==> src/rtl/core/tlik_pkg.sv <==
// Shared types, constants and the arctangent table for the two-link arm solver.
package tlik_pkg;

  localparam int REG_W = 14;
  localparam int ANGLE_FRAC_BITS_DEF = 13;
  localparam int ANGLE_W = 16;

  localparam int A0_W = 30;
  localparam int RAD_W = 60;
  localparam int ROOT_W = 30;
  localparam int RT_W = 62;
  localparam int SQRT_STEPS = 31;

  localparam int PW = 48;
  localparam int CW = 52;
  localparam int ZW = 34;
  localparam int CORDIC_STEPS = 31;

  localparam logic signed [ZW-1:0] HALF_PI_Q30 = 34'sd1686629713;

  localparam logic [REG_W-1:0] BASE_HEIGHT_RST = 14'd5312;
  localparam logic [REG_W-1:0] FIRST_LINK_RST = 14'd2560;
  localparam logic [REG_W-1:0] SECOND_LINK_RST = 14'd4960;
  localparam logic [REG_W-1:0] TOOL_OFFSET_RST = 14'd1113;

  typedef enum logic [1:0] {
    REG_BASE_HEIGHT,
    REG_FIRST_LINK,
    REG_SECOND_LINK,
    REG_TOOL_OFFSET
  } reg_idx_t;

  typedef struct packed {
    logic [REG_W-1:0] base_height;
    logic [REG_W-1:0] first_link_length;
    logic [REG_W-1:0] second_link_length;
    logic [REG_W-1:0] tool_offset;
  } cfg_t;

  typedef struct packed {
    logic               reach;
    logic signed [31:0] a;
    logic signed [15:0] dx;
    logic signed [15:0] dy;
    logic [REG_W-1:0]   r;
    logic [A0_W-1:0]    a0;
  } geom_t;

  function automatic logic signed [ZW-1:0] atan_q30(input int i);
    logic signed [ZW-1:0] v;
    case (i)
      0: v = 34'sd843314857;
      1: v = 34'sd497837830;
      2: v = 34'sd263043837;
      3: v = 34'sd133525159;
      4: v = 34'sd67021687;
      5: v = 34'sd33543516;
      6: v = 34'sd16775851;
      7: v = 34'sd8388437;
      8: v = 34'sd4194283;
      9: v = 34'sd2097149;
      default: v = $signed(ZW'(64'd1 << (30 - i)));
    endcase
    return v;
  endfunction

endpackage

==> src/rtl/core/tlik_sqrt.sv <==
// Pipelined integer square root, one result bit per stage.
module tlik_sqrt (
  input  logic        clk,
  input  logic        rst_n,
  input  logic        ce,
  input  logic        in_valid,
  input  logic [59:0] in_rad,
  output logic        out_valid,
  output logic [29:0] out_root
);
  import tlik_pkg::*;

  logic             v_r    [SQRT_STEPS];
  logic [RAD_W-1:0] rem_r  [SQRT_STEPS];
  logic [RT_W-1:0]  root_r [SQRT_STEPS];

  for (genvar k = 0; k < SQRT_STEPS; k++) begin : g_step
    localparam int SH = 2 * (SQRT_STEPS - 1 - k);
    logic             v_in;
    logic [RAD_W-1:0] rem_in;
    logic [RT_W-1:0]  root_in;
    logic [RT_W-1:0]  bitv;
    logic [RT_W-1:0]  trial;

    if (k == 0) begin : g_first
      assign v_in    = in_valid;
      assign rem_in  = in_rad;
      assign root_in = '0;
    end else begin : g_next
      assign v_in    = v_r[k-1];
      assign rem_in  = rem_r[k-1];
      assign root_in = root_r[k-1];
    end

    assign bitv  = RT_W'(1) << SH;
    assign trial = root_in + bitv;

    always_ff @(posedge clk) begin
      if (!rst_n) begin
        v_r[k] <= 1'b0;
      end else if (ce) begin
        v_r[k] <= v_in;
      end
    end

    always_ff @(posedge clk) begin
      if (ce) begin
        if ({2'b00, rem_in} >= trial) begin
          rem_r[k]  <= rem_in - trial[RAD_W-1:0];
          root_r[k] <= (root_in >> 1) + bitv;
        end else begin
          rem_r[k]  <= rem_in;
          root_r[k] <= root_in >> 1;
        end
      end
    end
  end

  assign out_valid = v_r[SQRT_STEPS-1];
  assign out_root  = root_r[SQRT_STEPS-1][ROOT_W-1:0];

endmodule

==> config.mk <==
export PLATFORM = sky130hd
export DESIGN_NAME = tlik_sqrt
export DESIGN_NICKNAME = d
export VERILOG_FILES = /design/src/rtl/core/tlik_pkg.sv /design/src/rtl/core/tlik_sqrt.sv
export SDC_FILE = /design/constraint.sdc
export NUM_CORES = 2
export LEC_CHECK = 0
export BUFFER_PORTS_ARGS = -buffer_cell sky130_fd_sc_hd__clkbuf_2
export CAP_MARGIN = 20
export CORE_MARGIN = 1.5
export CORE_UTILIZATION = 40
export DETAILED_ROUTE_END_ITERATION = 16
export PLACE_DENSITY_LB_ADDON = 0.3
export SYNTH_ARGS = -nofsm -noshare
export SYNTH_HDL_FRONTEND = slang
export SYNTH_SLANG_ARGS = --single-unit
==> constraint.sdc <==
create_clock -name clk -period 4.54 [get_ports clk]
set_clock_uncertainty 0.1 [all_clocks]
set_input_delay 0.908 -clock clk [delete_from_list [all_inputs] [get_ports clk]]
set_output_delay 0.908 -clock clk [all_outputs]
set_load 0.1 [all_outputs]
# Word-level counts from Yosys, hierarchy flattened
# Memory sizes are Yosys's and may differ from the RTL's.
# Cells that the tools add are included.
# word_totals
wordCells	500
out_inout_bits	31
ramBits	3813
inputBits	64
regBits	0
memories	3
# memory_table
name	depth	width	rd	rd_clocked_by_memory_dff	write_ports	line	rtl
root_r	31	62	31	0	31	tlik_sqrt.sv:15	logic [RT_W-1:0] root_r [SQRT_STEPS];
rem_r	31	60	30	0	31	tlik_sqrt.sv:14	logic [RAD_W-1:0] rem_r [SQRT_STEPS];
v_r	31	1	31	0	31	tlik_sqrt.sv:13	logic v_r [SQRT_STEPS];
# op_classes
n_addsub	90
bitwise	93
order_cmp	31
muxes	283
# ops
cell	n
62-bit 2-to-1 mux	31
60-bit by 62-bit greater-or-equal comparator with 1-bit output	30
60-bit 2-to-1 mux	31
60-bit subtractor	30
1-bit 2-to-1 mux	221
1-bit OR	93
61-bit by 1-bit adder with 62-bit output, second input constant	1
61-bit by 11-bit adder with 62-bit output, second input constant	1
61-bit by 13-bit adder with 62-bit output, second input constant	1
61-bit by 15-bit adder with 62-bit output, second input constant	1
61-bit by 17-bit adder with 62-bit output, second input constant	1
61-bit by 19-bit adder with 62-bit output, second input constant	1
61-bit by 21-bit adder with 62-bit output, second input constant	1
61-bit by 23-bit adder with 62-bit output, second input constant	1
61-bit by 25-bit adder with 62-bit output, second input constant	1
61-bit by 27-bit adder with 62-bit output, second input constant	1
61-bit by 29-bit adder with 62-bit output, second input constant	1
61-bit by 3-bit adder with 62-bit output, second input constant	1
61-bit by 31-bit adder with 62-bit output, second input constant	1
61-bit by 33-bit adder with 62-bit output, second input constant	1
61-bit by 35-bit adder with 62-bit output, second input constant	1
61-bit by 37-bit adder with 62-bit output, second input constant	1
61-bit by 39-bit adder with 62-bit output, second input constant	1
61-bit by 41-bit adder with 62-bit output, second input constant	1
other kinds (43)	43

# Longest topological paths before layout
# An unclocked memory read counts as a cell.
# depth
depth_word	7
mapped_depth	14
mapped_depth_nobuf	13

# Least setup slack after synthesis
# OpenSTA, ideal clock, no wires.
# synth_path
kind	input to register
from	input ce
to	memory rem_r[25][0], in the netlist rem_r[1][540] (enable)
setup_time_ns	0.475
path_buffers	4
path_stages	4
t_arrival_ns	3.984
required_ns	3.965
path_slack_ns	-0.019
path_cell_list	buf_2 clkbuf_1 clkbuf_1 clkbuf_1
# synth_rtl
element	line	rtl
from (decl)	tlik_sqrt.sv:5	input logic ce,
to (decl)	tlik_sqrt.sv:14	

==> run metrics <==
GR Util All Layers approximately a fifth; TritonCTS clock tree yes; most common cell after layout, fill and taps aside edfxtp_1; synthesis-to-layout area growth 13.2%; num ports between 90 and 100; CP Buf/Inv Count 0; worst-margin pin slew around 1.2 ns; max-cap viol count 0; global-route wire length before repair about 440 mm; outcome finished, final reports clean; most frequent cells in the layout 2,325 x edfxtp_1, 714 x nand2_1, 658 x inv_1; endpoints failing hold 0; RSZ-0062 raised after global routing false; Congestion Overflow GR 0; CTS root buffer clkbuf_16; starting density of the core ~40%; post-route total power between 0.06 and 0.07 W; placed insts ~13,000; setup TNS 0 ns; ANT nets after route 0; NumNets Final 9,838; DR vias about 72,000; Die Y about 530 um; Synth Instances between 8,000 and 9,000; Sink Count ~2,300; Leakage about 47 nW; hpwl dp around 220 mm; max-slew violation count 0; HP Class input port to flop; Core Region about 0.28 mm2; DRC 0; FP Rows ~190; Data required, critical path approximately 5.0 ns; Achievable Freq about 230 MHz; WL/cell around 22 um; Async SR Flop Fraction 0%; Synthesis Warnings 0; final cell count without fillers between 10,000 and 15,000; met3 wire len 15.8 mm; relative slew slack about a fifth; EDFF count, synth ~2,300; initial antenna violation count 7; Metal-1 WL 128 mm; Netlist cell types 93; Netlist Area Pre-Place 0.111 mm2; DR iter-0 viols approximately 6,200; router iterations before antenna repair 6; Final Cell Area 0.126 mm2; cts bufs inserted 266; postcts setup bufs 0; H-tree depth 5; DR vias/cell 5.46; layout cells sized above 1 approximately 8.4%; fin crit share between 90% and 100%; GPL Wtd Cong 0.977; worst skew pair latency just under 0.9 ns; die width about 530 um; largest net degree at the start of global routing 193; Startpoint Class flop; DR top layer met5; critical path type flop to flop; cell family contributing the most delay on the critical path compound AO/OA/AOI/OAI gates; worst path cell trace ha_1 > a21o_1 > a221o_1 > a211oi_1 > o21bai_1 > o31ai_1 > o32ai_1 > and2_1 > a211o_1 > or2_2 > xnor2_1; Crit path largest cell delay approximately 0.55 ns; cell area power density 518 mW/mm2; clock slew at reported path FFs roughly 0.060 ns; Crit Path Max Fanout 11; peak supply drop about 0.00034 V; CP arrival approximately 4.7 ns; CP max stage cell o31ai_1; routed wire length 291 mm; fin crit period ~4.3 ns; Synthesized Nets 9,490; number of global-route vias before repair 70,600; hold_buf cts 0; Port Buffers 94; met2 wire length approximately 140 mm; final setup fails 0; clock buffer depth 4; ys flop type edfxtp_1; Syn Area/Cell around 13 um2; dpl cell area approximately 0.12 mm2; flops & latches, synth 2,326; # fillers ~25,000; die area around 0.28 mm2; Seq/Total Area, Yosys 62.7%; CP Capture Type flop
## metal layers
layer	up-vias	track usage, %
met1	35300	27.4
met3	443	3.05
met2	1974	33.9
met5	-	0
li1	34200	-
met4	4	6.01
## area by class of cell
class	instances	area, um2	share of cell area, %
Tap cell	3705	4640	3.67
Sequential cell	2326	69800	55.4
Timing Repair Buffer	277	2030	1.61
Inverter	660	2480	1.96
Antenna cell	1	2.50	0.00198
Clock inverter	150	1720	1.36
Clock buffer	323	7000	5.55
Multi-Input combinational cell	5721	38500	30.5
## synth_stat cells, drive strengths merged, types with 30 or more instances
| cell | count | share of area, % |
|---|---|---|
| o31ai | 37 | 0.25 |
| clkbuf | 183 | 0.62 |
| o21ai | 534 | 2.4 |
| o21a | 84 | 0.57 |
| inv | 659 | 2.2 |
| o21bai | 61 | 0.41 |
| edfxtp | 2325 | 63 |
| a211oi | 49 | 0.33 |
| nand3 | 143 | 0.65 |
| nand2b | 98 | 0.55 |
| and3 | 75 | 0.42 |
| nand4b | 30 | 0.24 |
| nand2 | 714 | 2.4 |
| or2 | 36 | 0.20 |
| a31oi | 52 | 0.29 |
| a21o | 218 | 1.5 |
| mux2 | 42 | 0.42 |
| nor4b | 55 | 0.45 |
| nor2 | 424 | 1.4 |
| xor2 | 388 | 3.1 |
| nor2b | 65 | 0.36 |
| or3 | 86 | 0.48 |
| xnor2 | 373 | 2.9 |
| nor3 | 249 | 1.2 |
| nor4 | 351 | 2.0 |
| nand4 | 163 | 0.92 |
| ha | 522 | 5.9 |
| or4 | 86 | 0.59 |
| and2 | 30 | 0.17 |
| a21oi | 454 | 2.0 |
## flip-flops by register name, summed over array words and instances (netlist names)
register  cells
v_r          31
rem_r      1800
root_r      495
## through the flow
step	hold WS [ns]	util [%]	setup WS, ns
2_1_floorplan	0.317	-	0.00786
3_3_place_gp	0.323	42.4	0.00496
3_5_place_dp	0.324	42.4	0.00706
4_1_cts	0.0250	45.6	0.175
5_1_grt	0.0509	45.6	0.0401
6_report	0.104	45.6	0.260
## path summary, 6_finish.rpt
path	depth (start not counted)	end	slack, ns	startpoint
worst max-delay path	11	rem_r[1][775]	0.26	rem_r[1][674]
worst min-delay path	1	rem_r[0][7]	0.10	in_rad[7]
worst max register to register	11	rem_r[1][775]	0.26	rem_r[1][674]
worst min register to register	0	root_r[1][650]	0.30	root_r[1][589]
## report_power, final
group / total [W] / internal (W) / switching, W
registers: 0.0297 / 0.0274 / 0.00234
clock network: 0.0216 / 0.0128 / 0.00876
logic: 0.0140 / 0.00554 / 0.00850
## cells by family after synthesis
logic type / after synthesis / share of synthesized area (%)
buf+inv: 857 / 2.90
fa+ha+maj: 522 / 5.86
simple gates: 2685 / 12.6
flops: 2326 / 62.7
mux: 56 / 0.550
compound gates: 1697 / 9.41
xor+xnor: 761 / 5.98
## what timing repair did
item | 4_1_cts | 5_1_grt
gates cloned | 0 | 0
endpoints found under the setup margin | 4 | 18
hold endpoints to repair | 0 | 0
gates resized for setup | 1 | 7
Power figures use the tool's default switching activity.
